File: config.mk
export PLATFORM = sky130hd
export DESIGN_NAME = accel_tilt_angle_estimator_flat
export DESIGN_NICKNAME = d
export VERILOG_FILES = /design/src/sv/tilt_pkg.sv /design/src/sv/tilt_if.sv /design/src/sv/accel_tilt_angle_estimator.sv /design/src/sv/tilt_cordic.sv /design/src/flat_wrapper.sv
export SDC_FILE = /design/constraint.sdc
export NUM_CORES = 2
export LEC_CHECK = 0
export BUFFER_PORTS_ARGS = -buffer_cell sky130_fd_sc_hd__buf_2
export CAP_MARGIN = 10
export CORE_ASPECT_RATIO = 1.25
export CORE_UTILIZATION = 55
export CTS_CLUSTER_DIAMETER = 80
export DETAILED_ROUTE_END_ITERATION = 8
export PLACE_DENSITY = 0.75
export SLEW_MARGIN = 20
export SYNTH_ARGS = -nofsm -noshare
export SYNTH_HDL_FRONTEND = slang
export SYNTH_SLANG_ARGS = --single-unit
File: constraint.sdc
create_clock -name i_clk -period 17.18 [get_ports i_clk]
set_clock_uncertainty 0.2 [all_clocks]
set_input_delay 0.859 -clock i_clk [delete_from_list [all_inputs] [get_ports i_clk]]
set_output_delay 0.859 -clock i_clk [all_outputs]
set_load 0.02 [all_outputs]
File: src/sv/tilt_pkg.sv
// Package: shared constants, types and tables for the tilt angle estimator.
`timescale 1ns / 1ps
package tilt_pkg;
    localparam int SAMPLE_WIDTH  = 16;
    localparam int FRACTION_BITS = 8;
    localparam int CORDIC_STEPS  = 16;
    localparam int ANGLE_W       = 15;
    localparam int SHIFT_W       = 3;
    localparam int ATAN_LEN      = 24;
    localparam int MAX_WORK      = 31;
    localparam int ZACC_W        = 26;
    localparam logic [SHIFT_W-1:0] SHIFT_RESET = 3'd1;

    typedef enum logic [2:0] {
        S_IDLE, S_FILT, S_SQRT, S_PREP, S_ROT, S_DONE, S_OUT
    } t_state;

    function automatic logic [ZACC_W-1:0] atan_lut(input logic [4:0] i);
        logic [ZACC_W-1:0] v;
        case (i)
            5'd0:  v = 26'd2949120;
            5'd1:  v = 26'd1740967;
            5'd2:  v = 26'd919879;
            5'd3:  v = 26'd466945;
            5'd4:  v = 26'd234379;
            5'd5:  v = 26'd117304;
            5'd6:  v = 26'd58666;
            5'd7:  v = 26'd29335;
            5'd8:  v = 26'd14668;
            5'd9:  v = 26'd7334;
            5'd10: v = 26'd3667;
            5'd11: v = 26'd1833;
            5'd12: v = 26'd917;
            5'd13: v = 26'd458;
            5'd14: v = 26'd229;
            5'd15: v = 26'd115;
            5'd16: v = 26'd57;
            5'd17: v = 26'd29;
            5'd18: v = 26'd14;
            5'd19: v = 26'd7;
            5'd20: v = 26'd4;
            5'd21: v = 26'd2;
            5'd22: v = 26'd1;
            default: v = '0;
        endcase
        return v;
    endfunction
endpackage

File: src/sv/tilt_if.sv
// Interfaces: valid/ready channels for samples, angles and configuration.
`timescale 1ns / 1ps
interface tilt_in_if #(parameter int W = tilt_pkg::SAMPLE_WIDTH);
    logic valid;
    logic ready;
    logic signed [W-1:0] accel_x;
    logic signed [W-1:0] accel_y;
    logic signed [W-1:0] accel_z;
    modport source(output valid, accel_x, accel_y, accel_z, input ready);
    modport sink(input valid, accel_x, accel_y, accel_z, output ready);
endinterface

interface tilt_out_if;
    logic valid;
    logic ready;
    logic signed [tilt_pkg::ANGLE_W-1:0] roll_angle;
    logic signed [tilt_pkg::ANGLE_W-1:0] pitch_angle;
    logic [tilt_pkg::ANGLE_W-1:0] incline_angle;
    modport source(output valid, roll_angle, pitch_angle, incline_angle, input ready);
    modport sink(input valid, roll_angle, pitch_angle, incline_angle, output ready);
endinterface

interface tilt_cfg_if;
    logic valid;
    logic ready;
    logic [tilt_pkg::SHIFT_W-1:0] data;
    modport source(output valid, data, input ready);
    modport sink(input valid, data, output ready);
endinterface

File: src/sv/accel_tilt_angle_estimator.sv
// Top level: filters three axes and computes roll, pitch and incline angles.
// The work width W is 24 bits at the defaults. Each sample takes three passes
// through one shared unit, each running a bit-serial square root (one result
// bit per cycle) and then one CORDIC rotation per cycle. A pass whose angle
// is an axis or zero-vector case skips the rotations and is shorter. The block is
// not ready while a sample is in flight or its result waits at the output register.
`timescale 1ns / 1ps
module accel_tilt_angle_estimator #(
    parameter int SAMPLE_WIDTH  = tilt_pkg::SAMPLE_WIDTH,
    parameter int FRACTION_BITS = tilt_pkg::FRACTION_BITS,
    parameter int CORDIC_STEPS  = tilt_pkg::CORDIC_STEPS
) (
    input  logic i_clk,
    input  logic i_rst_n,
    tilt_in_if.sink   i_sample,
    tilt_out_if.source o_angles,
    tilt_cfg_if.sink  i_cfg
);
    localparam int FW  = SAMPLE_WIDTH + FRACTION_BITS;
    localparam int PRE = (FW > tilt_pkg::MAX_WORK) ? FW - tilt_pkg::MAX_WORK : 0;
    localparam int WW  = FW - PRE;
    localparam int AW  = tilt_pkg::ANGLE_W;

    tilt_pkg::t_state r_st, n_st;
    logic [tilt_pkg::SHIFT_W-1:0] r_shift;
    logic signed [FW-1:0] r_fx, r_fy, r_fz;
    logic signed [SAMPLE_WIDTH-1:0] r_sx, r_sy, r_sz;
    logic [1:0] r_pass;
    logic signed [AW-1:0] r_roll, r_pitch;
    logic [AW-1:0] r_incl;
    logic r_ovalid;
    logic w_start, w_done, w_num;
    logic signed [WW-1:0] w_px, w_py, w_pz, w_a, w_b, w_o;
    logic signed [AW:0] w_ang;

    function automatic logic signed [FW-1:0] smooth(input logic signed [FW-1:0] f,
            input logic signed [SAMPLE_WIDTH-1:0] s, input logic [2:0] sh);
        logic signed [FW:0] d;
        d = (FW+1)'($signed({s, {FRACTION_BITS{1'b0}}})) - (FW+1)'(f);
        return FW'((FW+1)'(f) + (d >>> sh));
    endfunction

    assign w_px = WW'(r_fx >>> PRE);
    assign w_py = WW'(r_fy >>> PRE);
    assign w_pz = WW'(r_fz >>> PRE);

    always_comb begin
        case (r_pass)
            2'd0:    begin w_a = w_px; w_b = w_pz; w_o = w_py; w_num = 1'b0; end
            2'd1:    begin w_a = w_py; w_b = w_pz; w_o = w_px; w_num = 1'b0; end
            default: begin w_a = w_px; w_b = w_py; w_o = w_pz; w_num = 1'b1; end
        endcase
    end

    always_comb begin
        n_st = r_st;
        case (r_st)
            tilt_pkg::S_IDLE: if (i_sample.valid) n_st = tilt_pkg::S_FILT;
            tilt_pkg::S_FILT: n_st = tilt_pkg::S_PREP;
            tilt_pkg::S_PREP: n_st = tilt_pkg::S_ROT;
            tilt_pkg::S_ROT: begin
                if (w_done) n_st = (r_pass == 2'd2) ? tilt_pkg::S_OUT : tilt_pkg::S_PREP;
            end
            tilt_pkg::S_OUT: if (o_angles.ready) n_st = tilt_pkg::S_IDLE;
            default: n_st = tilt_pkg::S_IDLE;
        endcase
    end

    assign w_start = (r_st == tilt_pkg::S_PREP);
    assign i_sample.ready = (r_st == tilt_pkg::S_IDLE);
    assign i_cfg.ready = 1'b1;

    always_ff @(posedge i_clk) begin
        if (!i_rst_n) begin
            r_st <= tilt_pkg::S_IDLE;
            r_shift <= tilt_pkg::SHIFT_RESET;
            r_fx <= '0; r_fy <= '0; r_fz <= '0;
            r_pass <= '0;
            r_ovalid <= 1'b0;
        end else begin
            r_st <= n_st;
            if (i_cfg.valid) r_shift <= i_cfg.data;
            if (r_st == tilt_pkg::S_FILT) begin
                r_fx <= smooth(r_fx, r_sx, r_shift);
                r_fy <= smooth(r_fy, r_sy, r_shift);
                r_fz <= smooth(r_fz, r_sz, r_shift);
                r_pass <= '0;
            end
            if (r_st == tilt_pkg::S_ROT && w_done) r_pass <= r_pass + 1'b1;
            r_ovalid <= (n_st == tilt_pkg::S_OUT);
        end
        if (i_sample.valid && i_sample.ready) begin
            r_sx <= i_sample.accel_x; r_sy <= i_sample.accel_y; r_sz <= i_sample.accel_z;
        end
        if (r_st == tilt_pkg::S_ROT && w_done) begin
            case (r_pass)
                2'd0: r_roll <= (w_ang > 16'sd11520) ? 15'sd11520 :
                                (w_ang < -16'sd11520) ? -15'sd11520 : AW'(w_ang);
                2'd1: r_pitch <= (w_ang > 16'sd11520) ? 15'sd11520 :
                                 (w_ang < -16'sd11520) ? -15'sd11520 : AW'(w_ang);
                default: r_incl <= (w_ang > 16'sd23040) ? 15'd23040 :
                                   (w_ang < 0) ? 15'd0 : AW'(w_ang);
            endcase
        end
    end

    tilt_cordic #(.WW(WW), .STEPS(CORDIC_STEPS)) u_cordic (
        .i_clk(i_clk), .i_rst_n(i_rst_n), .i_start(w_start), .i_mag_is_num(w_num),
        .i_a(w_a), .i_b(w_b), .i_other(w_o), .o_done(w_done), .o_angle(w_ang)
    );

    assign o_angles.valid = r_ovalid;
    assign o_angles.roll_angle = r_roll;
    assign o_angles.pitch_angle = r_pitch;
    assign o_angles.incline_angle = r_incl;

    a_valid_state: assert property (@(posedge i_clk) disable iff (!i_rst_n)
        r_ovalid |-> (r_st == tilt_pkg::S_OUT)) else $error("valid outside output state");
    a_no_accept_busy: assert property (@(posedge i_clk) disable iff (!i_rst_n)
        (r_st != tilt_pkg::S_IDLE) |-> !i_sample.ready) else $error("ready while busy");
    a_pass_range: assert property (@(posedge i_clk) disable iff (!i_rst_n)
        (r_st == tilt_pkg::S_ROT) |-> (r_pass != 2'd3)) else $error("pass overrun");
endmodule

File: src/sv/tilt_cordic.sv
// Iterative unit: bit-serial integer square root then vectoring CORDIC atan2.
`timescale 1ns / 1ps
module tilt_cordic #(
    parameter int WW    = 31,
    parameter int STEPS = tilt_pkg::CORDIC_STEPS
) (
    input  logic                  i_clk,
    input  logic                  i_rst_n,
    input  logic                  i_start,
    input  logic                  i_mag_is_num,
    input  logic signed [WW-1:0]  i_a,
    input  logic signed [WW-1:0]  i_b,
    input  logic signed [WW-1:0]  i_other,
    output logic                  o_done,
    output logic signed [tilt_pkg::ANGLE_W:0] o_angle
);
    localparam int SQ_W  = 2 * WW;
    localparam int RT_W  = WW + 1;
    localparam int XW    = WW + 4;
    localparam int ZW    = tilt_pkg::ZACC_W + 1;
    localparam int CAP   = (STEPS < tilt_pkg::ATAN_LEN) ? STEPS : tilt_pkg::ATAN_LEN;
    localparam int CNT_W = $clog2(SQ_W + 2);

    tilt_pkg::t_state r_st, n_st;
    logic [SQ_W-1:0]          r_rem, n_rem;
    logic [SQ_W-1:0]          r_res, n_res;
    logic [SQ_W-1:0]          r_bit, n_bit;
    logic signed [XW-1:0]     r_x, n_x, r_y, n_y;
    logic signed [ZW-1:0]     r_z, n_z;
    logic [CNT_W-1:0]         r_i, n_i;
    logic                     r_num, n_num;
    logic signed [WW-1:0]     r_oth;
    logic [SQ_W-1:0]          w_sum;
    logic [WW-1:0]            w_ua, w_ub;
    logic signed [XW-1:0]     w_mag, w_yv, w_xv, w_dx, w_dy;
    logic signed [ZW-1:0]     w_atan, w_rnd;
    logic signed [tilt_pkg::ANGLE_W:0] r_ang, n_ang;
    logic                     r_done, n_done;

    assign w_ua  = i_a[WW-1] ? WW'(-i_a) : WW'(i_a);
    assign w_ub  = i_b[WW-1] ? WW'(-i_b) : WW'(i_b);
    assign w_sum = SQ_W'(w_ua * w_ua) + SQ_W'(w_ub * w_ub);
    assign w_mag = XW'($signed({1'b0, r_res[RT_W-1:0]}));
    assign w_yv  = r_num ? w_mag : XW'(r_oth);
    assign w_xv  = r_num ? XW'(r_oth) : w_mag;
    assign w_dx  = r_y >>> r_i;
    assign w_dy  = r_x >>> r_i;
    assign w_atan = ZW'(tilt_pkg::atan_lut(r_i[4:0]));
    assign w_rnd  = (r_z + ZW'(256)) >>> 9;

    always_comb begin
        n_st = r_st; n_rem = r_rem; n_res = r_res; n_bit = r_bit;
        n_x = r_x; n_y = r_y; n_z = r_z; n_i = r_i; n_num = r_num;
        n_ang = r_ang; n_done = 1'b0;
        case (r_st)
            tilt_pkg::S_IDLE: begin
                if (i_start) begin
                    n_rem = w_sum; n_res = '0; n_num = i_mag_is_num;
                    n_bit = SQ_W'(1) << (SQ_W - 2);
                    n_st = tilt_pkg::S_SQRT;
                end
            end
            tilt_pkg::S_SQRT: begin
                if (r_bit == '0) begin
                    n_st = tilt_pkg::S_PREP;
                end else begin
                    if (r_rem >= r_res + r_bit) begin
                        n_rem = r_rem - (r_res + r_bit);
                        n_res = (r_res >> 1) + r_bit;
                    end else begin
                        n_res = r_res >> 1;
                    end
                    n_bit = r_bit >> 2;
                end
            end
            tilt_pkg::S_PREP: begin
                n_i = '0; n_z = '0; n_x = w_xv; n_y = w_yv;
                n_st = tilt_pkg::S_ROT;
                if (w_yv == '0) begin
                    n_ang = (w_xv < 0) ? 16'sd23040 : 16'sd0;
                    n_st = tilt_pkg::S_OUT;
                end else if (w_xv == '0) begin
                    n_ang = (w_yv > 0) ? 16'sd11520 : -16'sd11520;
                    n_st = tilt_pkg::S_OUT;
                end else if (w_xv < 0) begin
                    if (w_yv > 0) begin
                        n_x = w_yv; n_y = -w_xv; n_z = ZW'(90 * 65536);
                    end else begin
                        n_x = -w_yv; n_y = w_xv; n_z = -ZW'(90 * 65536);
                    end
                end
            end
            tilt_pkg::S_ROT: begin
                if (r_i == CNT_W'(CAP)) begin
                    n_st = tilt_pkg::S_DONE;
                end else begin
                    if (r_y > 0) begin
                        n_x = r_x + w_dx; n_y = r_y - w_dy; n_z = r_z + w_atan;
                    end else begin
                        n_x = r_x - w_dx; n_y = r_y + w_dy; n_z = r_z - w_atan;
                    end
                    n_i = r_i + 1'b1;
                end
            end
            tilt_pkg::S_DONE: begin
                n_ang = (tilt_pkg::ANGLE_W + 1)'(w_rnd);
                n_st = tilt_pkg::S_OUT;
            end
            tilt_pkg::S_OUT: begin
                n_done = 1'b1;
                n_st = tilt_pkg::S_IDLE;
            end
            default: n_st = tilt_pkg::S_IDLE;
        endcase
    end

    always_ff @(posedge i_clk) begin
        if (!i_rst_n) begin
            r_st <= tilt_pkg::S_IDLE;
            r_done <= 1'b0;
        end else begin
            r_st <= n_st;
            r_done <= n_done;
        end
        r_rem <= n_rem; r_res <= n_res; r_bit <= n_bit;
        r_x <= n_x; r_y <= n_y; r_z <= n_z; r_i <= n_i; r_num <= n_num;
        r_ang <= n_ang;
        if (r_st == tilt_pkg::S_IDLE && i_start) r_oth <= i_other;
    end

    assign o_done  = r_done;
    assign o_angle = r_ang;

    a_done_after_out: assert property (@(posedge i_clk) disable iff (!i_rst_n)
        (r_st == tilt_pkg::S_OUT) |=> r_done) else $error("done missing");
    a_done_pulse: assert property (@(posedge i_clk) disable iff (!i_rst_n)
        r_done |=> !r_done) else $error("done not a pulse");
    a_step_bound: assert property (@(posedge i_clk) disable iff (!i_rst_n)
        (r_st == tilt_pkg::S_ROT) |-> (r_i <= CNT_W'(CAP))) else $error("step overrun");
endmodule

File: src/flat_wrapper.sv
// flat-port wrapper written by rule: the top's interface ports become plain ports
module accel_tilt_angle_estimator_flat 
#(
    parameter int SAMPLE_WIDTH  = tilt_pkg::SAMPLE_WIDTH,
    parameter int FRACTION_BITS = tilt_pkg::FRACTION_BITS,
    parameter int CORDIC_STEPS  = tilt_pkg::CORDIC_STEPS
)
  (i_clk, i_rst_n, i_sample_valid, i_sample_accel_x, i_sample_accel_y, i_sample_accel_z, i_sample_ready, o_angles_valid, o_angles_roll_angle, o_angles_pitch_angle, o_angles_incline_angle, o_angles_ready, i_cfg_valid, i_cfg_data, i_cfg_ready);
  tilt_in_if i_sample_i ();
  tilt_out_if o_angles_i ();
  tilt_cfg_if i_cfg_i ();
  input  logic i_clk;
  input  logic i_rst_n;
  input wire logic [$bits(i_sample_i.valid)-1:0] i_sample_valid;
  input wire logic [$bits(i_sample_i.accel_x)-1:0] i_sample_accel_x;
  input wire logic [$bits(i_sample_i.accel_y)-1:0] i_sample_accel_y;
  input wire logic [$bits(i_sample_i.accel_z)-1:0] i_sample_accel_z;
  output wire logic [$bits(i_sample_i.ready)-1:0] i_sample_ready;
  output wire logic [$bits(o_angles_i.valid)-1:0] o_angles_valid;
  output wire logic [$bits(o_angles_i.roll_angle)-1:0] o_angles_roll_angle;
  output wire logic [$bits(o_angles_i.pitch_angle)-1:0] o_angles_pitch_angle;
  output wire logic [$bits(o_angles_i.incline_angle)-1:0] o_angles_incline_angle;
  input wire logic [$bits(o_angles_i.ready)-1:0] o_angles_ready;
  input wire logic [$bits(i_cfg_i.valid)-1:0] i_cfg_valid;
  input wire logic [$bits(i_cfg_i.data)-1:0] i_cfg_data;
  output wire logic [$bits(i_cfg_i.ready)-1:0] i_cfg_ready;
  assign i_sample_i.valid = i_sample_valid;
  assign i_sample_i.accel_x = i_sample_accel_x;
  assign i_sample_i.accel_y = i_sample_accel_y;
  assign i_sample_i.accel_z = i_sample_accel_z;
  assign i_sample_ready = i_sample_i.ready;
  assign o_angles_valid = o_angles_i.valid;
  assign o_angles_roll_angle = o_angles_i.roll_angle;
  assign o_angles_pitch_angle = o_angles_i.pitch_angle;
  assign o_angles_incline_angle = o_angles_i.incline_angle;
  assign o_angles_i.ready = o_angles_ready;
  assign i_cfg_i.valid = i_cfg_valid;
  assign i_cfg_i.data = i_cfg_data;
  assign i_cfg_ready = i_cfg_i.ready;
  accel_tilt_angle_estimator #(.SAMPLE_WIDTH(SAMPLE_WIDTH), .FRACTION_BITS(FRACTION_BITS), .CORDIC_STEPS(CORDIC_STEPS)) u_core (.i_clk(i_clk), .i_rst_n(i_rst_n), .i_sample(i_sample_i), .o_angles(o_angles_i), .i_cfg(i_cfg_i));
endmodule
==> results.sh <==
export IMPL_hold_buffers=0
export IMPL_stdcell_count=10400
export IMPL_holdPathEnd="u_core.r_sx[3]"
export IMPL_clock_latency_ps=690
export IMPL_grt_first_pass_wirelength_um=362000
export IMPL_critical_path_class="reg2reg"
export IMPL_clkSlewWorstSetupHoldPaths_ps=60
export IMPL_async_reset_ff_share_pct=0
export IMPL_synth_edf_count=341
export IMPL_slowest_delay_ps=1050
export IMPL_pin_count=104
export IMPL_synth_area_leaders="fa_1 25%, edfxtp_1 14%, ha_1 11%"
export IMPL_grt_pass1_vias=64300
export IMPL_worstHoldStart="i_sample_accel_x[3]"
export IMPL_clock_sinks=448
export IMPL_ys_flop_type="edfxtp_1"
export IMPL_synth_common_cells="1434 x inv_1, 949 x fa_1, 863 x nand2_1"
export IMPL_detail_route_iter0_violations=5137
export IMPL_r2r_end="u_core.u_cordic.r_rem[41]"
export IMPL_synth_largest_area_cell="fa_1"
export IMPL_cp_slowest_cell="dfxtp_2"
export IMPL_syn_to_final_growth_pct=6.19
export IMPL_arrival_ps=14570
export IMPL_period_share_pct=84.0
export IMPL_maxSlewViolCount=0
export IMPL_maxCapViolCount=0
export IMPL_netlist_instances=8581
export IMPL_rsz0062_at_grt="false"
export IMPL_fmax_ghz=0.0693
export IMPL_final_util_pct=58.9
export IMPL_cts_root_buf="clkbuf_16"
export IMPL_syn_mean_instance_area_um2=8.76
export IMPL_initial_core_util_pct=55.4
export IMPL_coreArea_um2=136000
export IMPL_reg2reg_from="u_core.r_pass[1]"
export IMPL_hpwl_um=187000
export IMPL_rows=151
export IMPL_die_area_um2=138000
export IMPL_grt_use_total_pct=33.6
export IMPL_gp_congestion=0.976
export IMPL_num_nets_final=10200
export IMPL_vias=62300
export IMPL_setup_tns_ps=0
export IMPL_synth_cell_types=102
export IMPL_cp_start_kind="flip-flop"
export IMPL_grt_overflow=0
export IMPL_cts_tree="built"
export IMPL_grt_max_degree=108
export IMPL_finalCriticalPeriod_ps=14440
export IMPL_synth_top_area_share_pct=25.3
export IMPL_first_pass_iters=6
export IMPL_antenna_found_initial=9
export IMPL_report_final_hold_viol_count=0
export IMPL_finalSetupViolations=0
export IMPL_avgViaCountPerCell=6.00
export IMPL_io_buffers=102
export IMPL_crit_fanout=65
export IMPL_relSlewSlack_pct=27.0
export IMPL_synth_area_um2=75200
export IMPL_drive_above_1_share_pct=6.37
export IMPL_detail_route_antenna_nets=0
export IMPL_clockBufferDepth=3
export IMPL_crit_family="adder cells"
export IMPL_cts_resized=0
export IMPL_dieWidth_um=333
export IMPL_remaining_drc_errors=0
export IMPL_nFillCells=12000
export IMPL_worstMarginPinSlew_ps=1100
export IMPL_cts_setup_buffers=0
export IMPL_htree_levels=2
export IMPL_path_buf_inv=10
export IMPL_r2r_slack_ps=2740
export IMPL_cts_buffers=55
export IMPL_yosysSeqAreaShare_pct=16.5
export IMPL_yosysWarnings=0
export IMPL_worst_path_most_repeated_cell="fa_1"
export IMPL_ys_ff_latch=448
export IMPL_required_ps=17310
export IMPL_status="finished clean"
export IMPL_die_h_um=415
export IMPL_routed_wl_um=231000
export IMPL_hold_path_depth=1
export IMPL_cp_end_kind="flip-flop"
export IMPL_dp_cells=10300
export IMPL_routedWlPerCell_um=22.2
export IMPL_r2r_cells=38
export IMPL_yosysMostFrequentCell="inv_1"
export IMPL_hold_path_class="in2reg"
==> routing by layer <==
metal	global-route usage, %	routed length [µm]	vias up
met4	20.9	16800	10
li1	-	-	28500
met2	56.4	110000	2507
met5	0	66	-
met3	5.32	16000	710
met1	40.4	87500	30600
==> metrics by stage <==
step	instance area [µm²]	hold slack, ps	worst slack [ps]
global route	79800	132	2360
CTS	79800	116	2730
detailed placement	77900	322	2840
finish	79800	156	2740
global placement	77900	323	3060
floorplan	75300	278	4860
==> kinds of logic after synthesis <==
logic type | after synthesis | share of synthesized area [%]
simple gates | 2296 | 13.8
buf+inv | 1791 | 9.05
compound gates | 1660 | 14.0
fa+ha+maj | 1583 | 35.8
xor+xnor | 494 | 5.77
flops | 448 | 16.5
mux | 307 | 5.04
other cells | 2 | 0.00999
==> layout by cell type (no fill, tap or decap), types with 57 or more instances in the layout <==
cell type | synthesis | final
ha_1 | 634 | 633
a31oi_1 | 102 | 102
edfxtp_1 | 341 | 341
a21oi_1 | 441 | 441
xor2_1 | 245 | 241
mux2i_1 | 194 | 191
o21ai_0 | 410 | 409
nor2b_1 | 58 | 57
nand2_1 | 863 | 861
fa_1 | 949 | 949
nor3_1 | 123 | 123
buf_2 | 18 | 102
a211oi_1 | 68 | 68
a21o_1 | 150 | 150
mux2_2 | 61 | 61
xnor2_1 | 248 | 241
nand3_1 | 88 | 88
buf_4 | 4 | 139
nand2b_1 | 76 | 75
and2_1 | 121 | 120
nor2_1 | 696 | 694
inv_1 | 1434 | 1431
dfxtp_1 | 107 | 103
==> worst max-delay path by stage <==
stage / startpoint / endpoint / slack [ps] / depth (start not counted)
2_1_floorplan: u_core.r_pass[1] / u_core.u_cordic.r_rem[41] / 4860 / 49
3_3_place_gp: u_core.r_pass[1] / u_core.u_cordic.r_rem[41] / 3060 / 38
3_5_place_dp: u_core.r_pass[1] / u_core.u_cordic.r_rem[41] / 2840 / 38
4_1_cts: u_core.r_pass[1] / u_core.u_cordic.r_rem[41] / 2730 / 38
5_1_grt: u_core.r_pass[1] / u_core.u_cordic.r_rem[41] / 2360 / 38
6_report: u_core.r_pass[1] / u_core.u_cordic.r_rem[41] / 2740 / 38
==> final cells by class <==
class | count | area (µm²) | share of cell area (%)
timing repair buffer | 242 | 1570 | 1.96
multi-input combinational | 6379 | 56300 | 70.6
clock buffer | 60 | 1410 | 1.76
tap | 1759 | 2200 | 2.76
sequential | 448 | 12400 | 15.5
antenna | 1 | 2.50 | 0.00313
clock inverter | 42 | 494 | 0.619
inverter | 1452 | 5450 | 6.83
==> sequential cells by signal, summed over array words and instances (netlist names), 15 cells and up <==
signal                         cells
u_core.u_cordic.r_res             48
u_core.r_fz                       24
u_core.o_angles.pitch_angle       15
u_core.u_cordic.w_atan            22
u_core.u_cordic.r_x               28
u_core.r_fx                       24
u_core.r_sz                       16
u_core.u_cordic.r_bit             24
u_core.r_sy                       16
u_core.u_cordic.r_z               25
u_core.u_cordic.r_rem             48
u_core.o_angles.incline_angle     15
u_core.u_cordic.o_angle           16
u_core.o_angles.roll_angle        15
u_core.r_sx                       16
u_core.r_fy                       24
u_core.u_cordic.r_y               28
u_core.u_cordic.r_oth             24
Power is not shown: default switching activity piles up to over one toggle a cycle in this logic, so the estimate is an artifact.
